<file path="config.mk">
export PLATFORM = sky130hd
export DESIGN_NAME = formula_tokenizer_unit
export DESIGN_NICKNAME = d
export VERILOG_FILES = /design/src/hdl/ftok_pkg.sv /design/src/hdl/ftok_front.sv /design/src/hdl/ftok_fifo.sv /design/src/hdl/ftok_back.sv /design/src/hdl/formula_tokenizer_unit.sv
export SDC_FILE = /design/constraint.sdc
export NUM_CORES = 1
export LEC_CHECK = 0
export BUFFER_PORTS_ARGS = -buffer_cell sky130_fd_sc_hd__buf_2
export CAP_MARGIN = 20
export CORE_ASPECT_RATIO = 1.2
export CORE_MARGIN = 8
export CORE_UTILIZATION = 56
export DETAILED_ROUTE_END_ITERATION = 8
export PLACE_DENSITY = 0.76
export SLEW_MARGIN = 0
export SYNTH_ARGS = -nofsm -noshare
export SYNTH_HDL_FRONTEND = slang
export SYNTH_SLANG_ARGS = --single-unit
</file>
<file path="constraint.sdc">
create_clock -name clk -period 3.5 [get_ports clk]
set_input_delay 0.35 -clock clk [delete_from_list [all_inputs] [get_ports clk]]
set_output_delay 0.35 -clock clk [all_outputs]
set_load 0.02 [all_outputs]
</file>
<file path="src/hdl/ftok_pkg.sv">
// Shared types and constants for the formula tokenizer.
// Used by ftok_front, ftok_fifo, ftok_back and formula_tokenizer_unit.
`default_nettype none

package ftok_pkg;

    // Most results one character can cause: pending dot + ".." concat
    localparam int MAX_RES     = 6;
    localparam int COUNT_W     = 3;
    localparam int FIFO_DEPTH  = 4;

    typedef enum logic [1:0] {
        KIND_BYTE    = 2'd0,
        KIND_END     = 2'd1,
        KIND_FORMULA = 2'd2
    } kind_t;

    typedef enum logic {
        OP_CHAR  = 1'b0,
        OP_FLUSH = 1'b1
    } op_t;

    localparam logic [7:0] CH_LPAREN = 8'h28;
    localparam logic [7:0] CH_RPAREN = 8'h29;
    localparam logic [7:0] CH_COMMA  = 8'h2c;
    localparam logic [7:0] CH_DOT    = 8'h2e;
    localparam logic [7:0] CH_STAR   = 8'h2a;
    localparam logic [7:0] CH_PLUS   = 8'h2b;
    localparam logic [7:0] CH_MINUS  = 8'h2d;
    localparam logic [7:0] CH_SLASH  = 8'h2f;
    localparam logic [7:0] CH_PCT    = 8'h25;
    localparam logic [7:0] CH_SPACE  = 8'h20;
    localparam logic [7:0] CH_QUOTE  = 8'h27;
    localparam logic [7:0] CH_HASH   = 8'h23;
    localparam logic [7:0] CH_BSLASH = 8'h5c;
    localparam logic [7:0] CH_ZERO   = 8'h30;
    localparam logic [7:0] CH_NINE   = 8'h39;
    localparam logic [7:0] CH_N      = 8'h6e;
    localparam logic [7:0] CH_T      = 8'h74;
    localparam logic [7:0] CH_LF     = 8'h0a;
    localparam logic [7:0] CH_TAB    = 8'h09;

    typedef struct packed {
        kind_t      kind;
        logic [7:0] tbyte;
    } res_t;

    // One queued burst: the results caused by one input, slot 0 first
    typedef struct packed {
        logic [COUNT_W-1:0]       count;
        res_t [MAX_RES-1:0]       res;
    } burst_t;

endpackage

`default_nettype wire

</file>
<file path="src/hdl/ftok_front.sv">
// Front end: lexer state and classification of each input character into a burst.
// Depends on ftok_pkg.
`default_nettype none

module ftok_front
    import ftok_pkg::*;
(
    input  wire logic       clk,
    input  wire logic       rst_n,
    input  wire logic       in_valid,
    output logic            in_ready,
    input  wire logic       operation,
    input  wire logic [7:0] character,
    input  wire logic       fifo_full,
    output logic            push,
    output burst_t          burst
);

    typedef struct packed {
        logic quote_open;
        logic dot_pending;
        logic escape_pending;
        logic comment_reached;
        logic nonempty;
        logic all_digits;
        logic lone_star;
        logic operand_pos;
    } tok_state_t;

    typedef struct packed {
        tok_state_t st;
        burst_t     bu;
    } step_t;

    localparam tok_state_t STATE_RESET = '{
        quote_open: 1'b0, dot_pending: 1'b0, escape_pending: 1'b0,
        comment_reached: 1'b0, nonempty: 1'b0, all_digits: 1'b1,
        lone_star: 1'b0, operand_pos: 1'b1
    };

    tok_state_t state_reg;
    tok_state_t state_next;
    step_t      step;

    function automatic logic is_digit(input logic [7:0] b);
        return (b >= CH_ZERO) && (b <= CH_NINE);
    endfunction

    function automatic step_t f_emit(input step_t s, input kind_t k, input logic [7:0] b);
        step_t r;
        r = s;
        if (r.bu.count < COUNT_W'(MAX_RES))
        begin
            r.bu.res[r.bu.count].kind  = k;
            r.bu.res[r.bu.count].tbyte = b;
            r.bu.count = r.bu.count + COUNT_W'(1);
        end
        return r;
    endfunction

    function automatic step_t f_append(input step_t s, input logic [7:0] b);
        step_t r;
        r = f_emit(s, KIND_BYTE, b);
        if (!r.st.nonempty)
        begin
            r.st.all_digits = is_digit(b);
            r.st.lone_star  = (b == CH_STAR);
        end
        else
        begin
            r.st.all_digits = r.st.all_digits & is_digit(b);
            r.st.lone_star  = 1'b0;
        end
        r.st.nonempty = 1'b1;
        return r;
    endfunction

    function automatic step_t f_end(input step_t s);
        step_t r;
        r = s;
        if (r.st.nonempty)
        begin
            r = f_emit(r, KIND_END, 8'h00);
            r.st.operand_pos = r.st.lone_star;
        end
        r.st.nonempty   = 1'b0;
        r.st.all_digits = 1'b1;
        r.st.lone_star  = 1'b0;
        return r;
    endfunction

    function automatic step_t f_symbol(input step_t s, input logic [7:0] c,
                                       input logic operand_after);
        step_t r;
        r = f_end(s);
        r = f_emit(r, KIND_BYTE, c);
        r = f_emit(r, KIND_END, 8'h00);
        r.st.operand_pos = operand_after;
        return r;
    endfunction

    function automatic step_t f_concat(input step_t s);
        step_t r;
        r = f_end(s);
        r = f_emit(r, KIND_BYTE, CH_SPACE);
        r = f_emit(r, KIND_BYTE, CH_DOT);
        r = f_emit(r, KIND_BYTE, CH_DOT);
        r = f_emit(r, KIND_BYTE, CH_SPACE);
        r = f_emit(r, KIND_END, 8'h00);
        r.st.operand_pos = 1'b1;
        return r;
    endfunction

    function automatic step_t f_plain(input step_t s, input logic [7:0] c);
        step_t r;
        r = s;
        case (c) inside
            CH_LPAREN, CH_RPAREN, CH_COMMA:
            begin
                if (r.st.quote_open)
                    r = f_append(r, c);
                else
                    r = f_symbol(r, c, c != CH_RPAREN);
            end
            CH_DOT:
            begin
                if (r.st.quote_open || (r.st.nonempty && r.st.all_digits))
                    r = f_append(r, c);
                else
                    r.st.dot_pending = 1'b1;
            end
            CH_STAR, CH_PLUS, CH_MINUS, CH_SLASH, CH_PCT:
            begin
                if (r.st.quote_open)
                    r = f_append(r, c);
                else if (c == CH_STAR && !r.st.nonempty && r.st.operand_pos)
                    r = f_append(r, c);    // dereference prefix
                else
                    r = f_symbol(r, c, 1'b1);
            end
            CH_SPACE:
            begin
                if (r.st.quote_open)
                    r = f_append(r, c);
                else
                    r = f_end(r);
            end
            CH_QUOTE:
            begin
                r.st.quote_open = !r.st.quote_open;
                r = f_append(r, c);
                if (!r.st.quote_open)
                    r = f_end(r);
            end
            CH_HASH:
            begin
                r.st.comment_reached = 1'b1;
                r = f_end(r);
            end
            CH_BSLASH:
            begin
                if (r.st.quote_open)
                    r.st.escape_pending = 1'b1;
                else
                    r = f_append(r, c);
            end
            default:
                r = f_append(r, c);
        endcase
        return r;
    endfunction

    always_comb
    begin
        step       = '0;
        step.st    = state_reg;
        step.bu    = '0;
        if (operation == OP_FLUSH)
        begin
            if (!state_reg.comment_reached)
            begin
                if (state_reg.dot_pending)
                    step = f_append(step, CH_DOT);
                step = f_end(step);
            end
            step    = f_emit(step, KIND_FORMULA, 8'h00);
            step.st = STATE_RESET;
        end
        else if (state_reg.comment_reached)
        begin
            // rest of the formula is ignored until the flush
        end
        else if (state_reg.escape_pending)
        begin
            step.st.escape_pending = 1'b0;
            if (character == CH_N)
                step = f_append(step, CH_LF);
            else if (character == CH_T)
                step = f_append(step, CH_TAB);
            else
                step = f_append(step, character);
        end
        else if (state_reg.dot_pending)
        begin
            step.st.dot_pending = 1'b0;
            if (character == CH_DOT)
                step = f_concat(step);
            else
            begin
                step = f_append(step, CH_DOT);
                step = f_plain(step, character);
            end
        end
        else
            step = f_plain(step, character);
    end

    assign in_ready   = !fifo_full;
    assign burst      = step.bu;
    assign push       = in_valid && in_ready && (step.bu.count != '0);
    assign state_next = (in_valid && in_ready) ? step.st : state_reg;

    always_ff @(posedge clk or negedge rst_n)
    begin
        if (!rst_n)
            state_reg <= STATE_RESET;
        else
            state_reg <= state_next;
    end

endmodule

`default_nettype wire

</file>
<file path="src/hdl/ftok_fifo.sv">
// Short burst queue between the lexer front end and the result serializer.
// Depends on ftok_pkg.
`default_nettype none

module ftok_fifo
    import ftok_pkg::*;
#(
    parameter int DEPTH = FIFO_DEPTH
)
(
    input  wire logic   clk,
    input  wire logic   rst_n,
    input  wire logic   push,
    input  wire burst_t wdata,
    output logic        full,
    input  wire logic   pop,
    output burst_t      rdata,
    output logic        empty
);

    localparam int PTR_W = (DEPTH > 1) ? $clog2(DEPTH) : 1;
    localparam int LVL_W = $clog2(DEPTH + 1);

    burst_t             mem_reg [DEPTH];
    logic [PTR_W-1:0]   wr_ptr_reg, wr_ptr_next;
    logic [PTR_W-1:0]   rd_ptr_reg, rd_ptr_next;
    logic [LVL_W-1:0]   level_reg, level_next;
    logic               do_push, do_pop;

    assign full    = (level_reg == LVL_W'(DEPTH));
    assign empty   = (level_reg == '0);
    assign do_push = push && !full;
    assign do_pop  = pop && !empty;
    assign rdata   = mem_reg[rd_ptr_reg];

    always_comb
    begin
        wr_ptr_next = wr_ptr_reg;
        rd_ptr_next = rd_ptr_reg;
        level_next  = level_reg;
        if (do_push)
            wr_ptr_next = (wr_ptr_reg == PTR_W'(DEPTH - 1)) ? '0 : wr_ptr_reg + PTR_W'(1);
        if (do_pop)
            rd_ptr_next = (rd_ptr_reg == PTR_W'(DEPTH - 1)) ? '0 : rd_ptr_reg + PTR_W'(1);
        if (do_push && !do_pop)
            level_next = level_reg + LVL_W'(1);
        else if (do_pop && !do_push)
            level_next = level_reg - LVL_W'(1);
    end

    always_ff @(posedge clk or negedge rst_n)
    begin
        if (!rst_n)
        begin
            wr_ptr_reg <= '0;
            rd_ptr_reg <= '0;
            level_reg  <= '0;
        end
        else
        begin
            wr_ptr_reg <= wr_ptr_next;
            rd_ptr_reg <= rd_ptr_next;
            level_reg  <= level_next;
        end
    end

    always_ff @(posedge clk)
    begin
        if (do_push)
            mem_reg[wr_ptr_reg] <= wdata;
    end

endmodule

`default_nettype wire

</file>
<file path="src/hdl/ftok_back.sv">
// Back end: walks the queued burst one result per cycle into an output register while out_ready allows.
// Depends on ftok_pkg.
`default_nettype none

module ftok_back
    import ftok_pkg::*;
(
    input  wire logic       clk,
    input  wire logic       rst_n,
    input  wire burst_t     head,
    input  wire logic       empty,
    output logic            pop,
    output logic            out_valid,
    input  wire logic       out_ready,
    output kind_t           out_kind,
    output logic [7:0]      out_byte,
    output logic            out_last
);

    logic [COUNT_W-1:0] idx_reg, idx_next;
    logic               valid_reg, valid_next;
    res_t               res_reg, res_next;
    logic               last_reg, last_next;
    logic               advance;
    logic               at_last;

    assign advance = !valid_reg || out_ready;
    assign at_last = (idx_reg == head.count - COUNT_W'(1));
    assign pop     = advance && !empty && at_last;

    always_comb
    begin
        idx_next   = idx_reg;
        valid_next = valid_reg;
        res_next   = res_reg;
        last_next  = last_reg;
        if (advance)
        begin
            valid_next = !empty;
            if (!empty)
            begin
                res_next  = head.res[idx_reg];
                last_next = at_last;
                idx_next  = at_last ? '0 : idx_reg + COUNT_W'(1);
            end
        end
    end

    always_ff @(posedge clk or negedge rst_n)
    begin
        if (!rst_n)
        begin
            idx_reg   <= '0;
            valid_reg <= 1'b0;
        end
        else
        begin
            idx_reg   <= idx_next;
            valid_reg <= valid_next;
        end
    end

    always_ff @(posedge clk)
    begin
        res_reg  <= res_next;
        last_reg <= last_next;
    end

    assign out_valid = valid_reg;
    assign out_kind  = res_reg.kind;
    assign out_byte  = res_reg.tbyte;
    assign out_last  = last_reg;

endmodule

`default_nettype wire

</file>
<file path="src/hdl/formula_tokenizer_unit.sv">
// Top level of the formula tokenizer: front end, burst queue and result serializer.
// Depends on ftok_pkg, ftok_front, ftok_fifo, ftok_back.
//
//  channel | dir | tdata                | tuser          | tlast
//  s_*     | in  | [7:0] character      | [0] operation  | -
//  m_*     | out | [7:0] token_byte     | [1:0] kind     | last_of_run
//
// One character is taken per cycle while the burst queue has room.
// A character yields zero to six results; the serializer sends one result per cycle while
// m_tready allows, and the front keeps taking characters meanwhile, with FIFO_DEPTH
// bursts of slack between the two sides.
// Reset clears lexer state, queue pointers and the output valid; no clearing pass.
// A stalled m_tready holds the output register; the front keeps going until the queue fills.
`default_nettype none

module formula_tokenizer_unit
    import ftok_pkg::*;
#(
    parameter int FIFO_DEPTH_P = FIFO_DEPTH
)
(
    input  wire logic       clk,
    input  wire logic       rst_n,
    input  wire logic       s_tvalid,
    output logic            s_tready,
    input  wire logic [7:0] s_tdata,    // [7:0] character
    input  wire logic [0:0] s_tuser,    // [0] operation
    output logic            m_tvalid,
    input  wire logic       m_tready,
    output logic [7:0]      m_tdata,    // [7:0] token_byte
    output logic [1:0]      m_tuser,    // [1:0] kind
    output logic            m_tlast
);

    burst_t push_burst;
    burst_t head_burst;
    logic   fifo_push, fifo_full, fifo_pop, fifo_empty;
    kind_t  out_kind;

    ftok_front u_front (
        .clk       (clk),
        .rst_n     (rst_n),
        .in_valid  (s_tvalid),
        .in_ready  (s_tready),
        .operation (s_tuser[0]),
        .character (s_tdata),
        .fifo_full (fifo_full),
        .push      (fifo_push),
        .burst     (push_burst)
    );

    ftok_fifo #(
        .DEPTH (FIFO_DEPTH_P)
    ) u_fifo (
        .clk   (clk),
        .rst_n (rst_n),
        .push  (fifo_push),
        .wdata (push_burst),
        .full  (fifo_full),
        .pop   (fifo_pop),
        .rdata (head_burst),
        .empty (fifo_empty)
    );

    ftok_back u_back (
        .clk       (clk),
        .rst_n     (rst_n),
        .head      (head_burst),
        .empty     (fifo_empty),
        .pop       (fifo_pop),
        .out_valid (m_tvalid),
        .out_ready (m_tready),
        .out_kind  (out_kind),
        .out_byte  (m_tdata),
        .out_last  (m_tlast)
    );

    assign m_tuser = out_kind;

    a_formula_ends_run: assert property (@(posedge clk) disable iff (!rst_n)
        m_tvalid && (m_tuser == KIND_FORMULA) |-> m_tlast)
        else $error("formula-complete result not last of its run");

    a_mark_has_no_byte: assert property (@(posedge clk) disable iff (!rst_n)
        m_tvalid && (m_tuser != KIND_BYTE) |-> (m_tdata == 8'h00))
        else $error("token or formula mark carries a byte");

    a_pop_needs_data: assert property (@(posedge clk) disable iff (!rst_n)
        fifo_pop |-> !fifo_empty)
        else $error("serializer popped an empty queue");

    a_push_has_room: assert property (@(posedge clk) disable iff (!rst_n)
        fifo_push |-> !fifo_full && (push_burst.count != '0))
        else $error("front pushed into a full queue or an empty burst");

endmodule

`default_nettype wire
</file>
# Word-level counts from Yosys, hierarchy flattened
# Memories as Yosys holds them, arrays and structs flattened.
# Cells that the tools add are included.
dict set report word_totals {
  ff_bits 30
  ramBits 252
  in_bits 13
  out_inout_bits 13
  wordCells 496
  mem_count 1
}
dict set report classes {
  n_addsub 24
  order_cmp 57
  eq_ne 35
  n_mux 308
  bitwise_logic 3
  n_reduce_logical 52
}
# name depth width read_ports rd_clocked_by_memory_dff write_ports line_no
set memory_table {}
lappend memory_table {u_fifo.mem_reg 4 63 1 0 1 ftok_fifo.sv:24} ;# burst_t mem_reg [DEPTH];
# operator count
set op_table {}
lappend op_table {{63-bit 2-to-1 mux} 81}
lappend op_table {{71-bit 2-to-1 mux} 52}
lappend op_table {{60-bit bitwise mux} 38}
lappend op_table {{10-bit demux with 3-bit select} 36}
lappend op_table {{67-bit 2-to-1 mux} 9}
lappend op_table {{70-bit 2-to-1 mux} 5}
lappend op_table {{10-bit 2-to-1 mux} 33}
lappend op_table {{69-bit 2-to-1 mux} 3}
lappend op_table {{8-bit 2-to-1 mux} 18}
lappend op_table {{66-bit 2-to-1 mux} 2}
lappend op_table {{8-bit by 6-bit equality test with 1-bit output (second input constant)} 12}
lappend op_table {{3-bit by 4-bit less-than comparator with 1-bit output (second input constant)} 19}
lappend op_table {{64-bit 2-to-1 mux} 1}
lappend op_table {{3-bit by 1-bit adder with 3-bit output (second input constant)} 20}
lappend op_table {{3-bit by 1-bit >= comparator with 1-bit output (second input constant)} 18}
lappend op_table {{3-bit less-than comparator (second input constant)} 18}
lappend op_table {{3-bit 2-to-1 mux} 17}
lappend op_table {{10-bit binary-select mux with 3-bit select} 1}
lappend op_table {{1-bit logical AND} 30}
lappend op_table {{8-bit by 7-bit equality test with 1-bit output (second input constant)} 3}
lappend op_table {{2-bit 2-to-1 mux} 8}
lappend op_table {{4-bit != test (second input constant)} 4}
lappend op_table {{13-bit AND reduction} 1}
lappend op_table {{11-bit != test (second input constant)} 1}
lappend op_table {{32 further kinds} 49}

# Depth between registers and ports, before layout
dict set report logic_depth {
  ltp_word 73
  mapped_depth 16
  ltp_nobuf 13
}

# By module
# From an unflattened synthesis, not the netlist that was laid out.
dict set report hier_totals {
  hier_cells 823
  hier_area_um2 13061.3
}
# module n_inst cells_per_inst area_per_inst_um2 seq_area_each_um2
set by_module_without_submodules {}
lappend by_module_without_submodules {ftok_fifo 1 366 9552.9 7742.4}
lappend by_module_without_submodules {ftok_front 1 374 2411.1 202.7}
lappend by_module_without_submodules {ftok_back 1 83 1097.3 430.4}

# Least setup slack after synthesis
# No wires, ideal clock.
dict set report synth_path {
  path_kind {register to register}
  startpoint {register u_fifo.rd_ptr_reg[0]}
  endpoint {register u_fifo.level_reg[1]}
  setup_ns 0.125
  arrival_ns 3.718
  required_time_ns 3.375
  setup_slack_ns -0.343
  path_stages_with_launch 14
  path_buffers 3
  synth_period_minus_slack_ns 3.843
  cell_sequence {dfrtp_1 -> clkbuf_1 -> buf_2 -> buf_1 -> mux4_2 -> inv_1 -> ha_1 -> xnor2_1 -> nor3_1 -> nand2_1 -> ha_1 -> inv_1 -> fa_1 -> mux2_2}
}
dict set report synth_between {
  elab_chain_len 8
  word_cells_on_any_way 10
  classes_between {add/sub (1); eq/ne (1); mux (1); reduce/logical (6); memory (1)}
}
# element line_no
set synth_lines {}
lappend synth_lines {{start: declaration} ftok_fifo.sv:26} ;# logic [PTR_W-1:0] rd_ptr_reg, rd_ptr_next;
lappend synth_lines {{start signal: assignment} ftok_fifo.sv:62} ;# rd_ptr_reg <= rd_ptr_next;
lappend synth_lines {{memory read 4 x 63 bit} --}
lappend synth_lines {{3-bit by 1-bit subtractor with 3-bit output} ftok_back.sv:28} ;# assign at_last = (idx_reg == head.count - COUNT_W'(1));
lappend synth_lines {{3-bit equality test} ftok_back.sv:28}
lappend synth_lines {{net u_back.at_last} ftok_back.sv:25} ;# logic at_last;
lappend synth_lines {{1-bit logical AND} ftok_back.sv:29} ;# assign pop = advance && !empty && at_last;
lappend synth_lines {{1-bit logical AND} ftok_fifo.sv:33} ;# assign do_pop = pop && !empty;
lappend synth_lines {{1-bit logical NOT} ftok_fifo.sv:45} ;# if (do_push && !do_pop)
lappend synth_lines {{1-bit logical AND} ftok_fifo.sv:45}
lappend synth_lines {{3-bit 2-to-1 mux} ftok_fifo.sv:45}
lappend synth_lines {{net u_fifo.level_next[1]} ftok_fifo.sv:27} ;# logic [LVL_W-1:0] level_reg, level_next;
lappend synth_lines {{end signal: assignment} ftok_fifo.sv:63} ;# level_reg <= level_next;
lappend synth_lines {{end: declaration} ftok_fifo.sv:27}
# The timed path passes the listed nets, and every way through them passes these cells.
# A chain may end at the register's enable or synchronous reset.

# Final worst setup path
# Same ends and word-level chain as after synthesis.

==> flow_summary.toml <==
[place]
postPlaceCellArea_um2 = 9260
io_buffers = 25
place_inst = 854
dp.final_hpwl_um = 14300
gp_congestion = 0.931

[critical_path]
worstReg2RegEnd = "u_fifo.level_reg[1]"
cp-end-kind = "flop"
critPathLaunch = "u_fifo.rd_ptr_reg[0]"
crit_required_ps = 3810
cpPeakStageDelay_ps = 590
cpMaxStageDelayCell = "mux4_2"
ff2ff_setup_slack_ps = 350
r2r_cells = 10
crit_path_end = "u_fifo.level_reg[1]"
r2r-start = "u_fifo.rd_ptr_reg[0]"
crit_path_cell_trace = "mux4_2, inv_1, ha_1, xnor2_1, nor3_1, nand2_1, ha_1, inv_1, fa_1, mux2_2"
arrival_ps = 3460
cp-start-kind = "flop"
cp_max_fo = 7
crit_type = "flop to flop"

[clock_tree]
cts_made_buffers = 17
cts_max_path_buffers = 2
clk_latency_ps = 430
cts-resized-gates = 0
cts_setup_buffers = 0
cts_tree = "done"
cts_sinks = 182
htreeDepth = 4
cts_root_buffer = "clkbuf_16"
clk_pin_slew_ps = 70

[route]
post_drt_wl_per_cell_um = 23.7
drtIter0Drc = 622
num_vias = 5642
vias_per_cell = 6.36
wl_um = 21000
dr.pass1.iters = 5
drc = 0
ant_nets = 0

[yosys]
ys.flop_type = "edfxtp_1"
synth_async_sr_flop_share_pct = 10.4
synth_cell_type_count = 74
netlist_instances = 613
yosysSeqAreaShare_pct = 62.1
ys_warn_count = 0
synth-edff-count = 163
avgSynthCellArea_um2 = 14.1
netlist_area_um2 = 8650
ys_ff_latch = 182

[final_layout]
antennaDiodeCount = 0
final_cells = 887
drive_above_1_share_pct = 23.4
mostFrequentLayoutCell = "edfxtp_1"
area_delta_synth_final_pct = 13.9
largest_reg_flops = 152
nNetsFinal = 692
most-common-layout-cells = "edfxtp_1 (163), nor2_1 (50), nand2_1 (44)"
final_area_um2 = 9850

[power]
leakagePower_nw = 3.55
p_per_area_nw_per_um2 = 736
power.total_mw = 7.25
ir_drop_v = 0.000391

[timing]
slew_viol_final = 0
period_share_pct = 90.0
tightest_slew_ps = 950
setup_viol = 0
slew_headroom_pct = 36.1
fmax_ghz = 0.317
period_needed_ps = 3150
skew_ps = 9.13
hold_viol_final = 0
finalSetupTns_ps = 0
hold_ws_ps = 155
rsz0062_at_grt = "false"

[global_routing]
overflow = 0
grt_usage_pct = 22.3
grt_max_degree = 39
grt_antenna_before_repair = 0
grt_pass1_wl_um = 32800
grt_pass1_vias = 5762

[floorplan]
core_area_um2 = 15000
num_rows = 49
num_io_pins = 26
initial_utilization_pct = 57.6
die_area_um2 = 19700
die_y_um = 152
die_x_um = 129

[run_status]
status = "finished clean"

[job]
max-cap-violations = 0

[min_path]
hold_path.class = "input pin to flop"
-- repair_timing --
| item | in CTS | in global routing |
|---|---|---|
| hold endpoints to repair | 17 | 0 |
| setup endpoints to repair | 0 | 0 |
| hold buffers | 1 | 0 |
-- Yosys cell counts, types with 3 or more instances --
| library cell | n | area (um^2) |
|---|---|---|
| nand2b_1 | 5 | 31.3 |
| nand3b_1 | 4 | 30.0 |
| clkbuf_1 | 29 | 109 |
| a211oi_1 | 12 | 90.1 |
| nor2_1 | 50 | 188 |
| nand4b_1 | 3 | 26.3 |
| a21o_1 | 3 | 22.5 |
| nor2b_1 | 11 | 68.8 |
| nand4_1 | 4 | 25.0 |
| edfxtp_1 | 163 | 4890 |
| mux2_2 | 6 | 67.6 |
| nor3b_1 | 3 | 22.5 |
| o21ai_0 | 26 | 130 |
| and3_1 | 5 | 31.3 |
| inv_1 | 15 | 56.3 |
| o211ai_1 | 4 | 30.0 |
| buf_1 | 5 | 18.8 |
| o22ai_1 | 3 | 18.8 |
| mux4_2 | 41 | 923 |
| o31ai_1 | 4 | 30.0 |
| nand2_1 | 44 | 165 |
| nand3_1 | 12 | 60.1 |
| nor3_1 | 15 | 75.1 |
| a31oi_1 | 7 | 43.8 |
| ha_1 | 8 | 100 |
| mux2i_1 | 6 | 60.1 |
| and2_1 | 9 | 56.3 |
| dfrtp_1 | 17 | 425 |
| buf_2 | 5 | 25.0 |
| or3_1 | 6 | 37.5 |
| a21oi_1 | 27 | 135 |
| xnor2_1 | 5 | 43.8 |
| nor4_1 | 4 | 25.0 |
| o21a_1 | 4 | 30.0 |
-- critical path: cells and delay by family (launching register included) --
kind / cells / cell delay [ps]
flip-flops: 1 / 510
AND/OR/NAND/NOR: 2 / 460
XOR/XNOR: 1 / 120
buffers and inverters: 2 / 160
adder cells (fa/ha/maj): 3 / 890
multiplexers: 2 / 880
-- kinds of logic after synthesis --
group                      count (synthesis)  synth area share (%)
AOI/OAI and AO/OA                        120                  9.99
xor gates and xnor gates                   7                 0.709
adders and majority gates                  9                  1.39
buffers and inverters                     57                  2.72
DFF                                      182                  62.1
muxes                                     53                  12.2
other                                      1                0.0434
and+or+nand+nor                          184                  10.9
-- worst min path at each step --
stage,from,end,slack [ps],cells past startpoint
2_1_floorplan,rst_n,u_back.idx_reg[0],50,0
3_3_place_gp,rst_n,u_back.idx_reg[0],350,1
3_5_place_dp,rst_n,u_back.out_valid,360,1
4_1_cts,s_tuser,u_front.state_reg[4],140,2
5_1_grt,m_tready,u_back.out_valid,170,4
6_report,s_tuser,u_front.state_reg[4],160,2
-- per-layer routing --
layer  GRT usage (%)  wire length, um  vias up  part of all wire [%]
met4            10.3              835        0                   4.0
met1            27.7             8490     2798                    40
li1                -                -     2497                     -
met3            5.18             1390       58                   6.6
met2            36.0            10300      289                    49
met5               0                0        -                     0
-- where the power goes --
part	switching (mW)	leakage (nW)	total (mW)	internal, mW
Combinational	1.26	1.46	2.27	1.01
Clock	0.875	0.284	1.83	0.954
Sequential	0.228	1.81	3.15	2.92
-- through the flow --
stage | setup WS, ps | utilization [%]
CTS | 342 | 65.6
floorplan | 39.6 | -
global route | 96.1 | 65.6
detailed placement | 179 | 61.7
global placement | 228 | 61.7
finish | 349 | 65.6
-- cell type report --
class | instances | area [um^2]
flip-flops and latches | 182 | 5370
multi-input cells | 389 | 3100
clock inverters | 15 | 154
well taps | 204 | 255
inverters | 16 | 60.1
clock buffers | 17 | 425
repair buffers | 64 | 483
fillers | 1058 | 5170
Note: power is estimated with default switching activity, not from simulation.
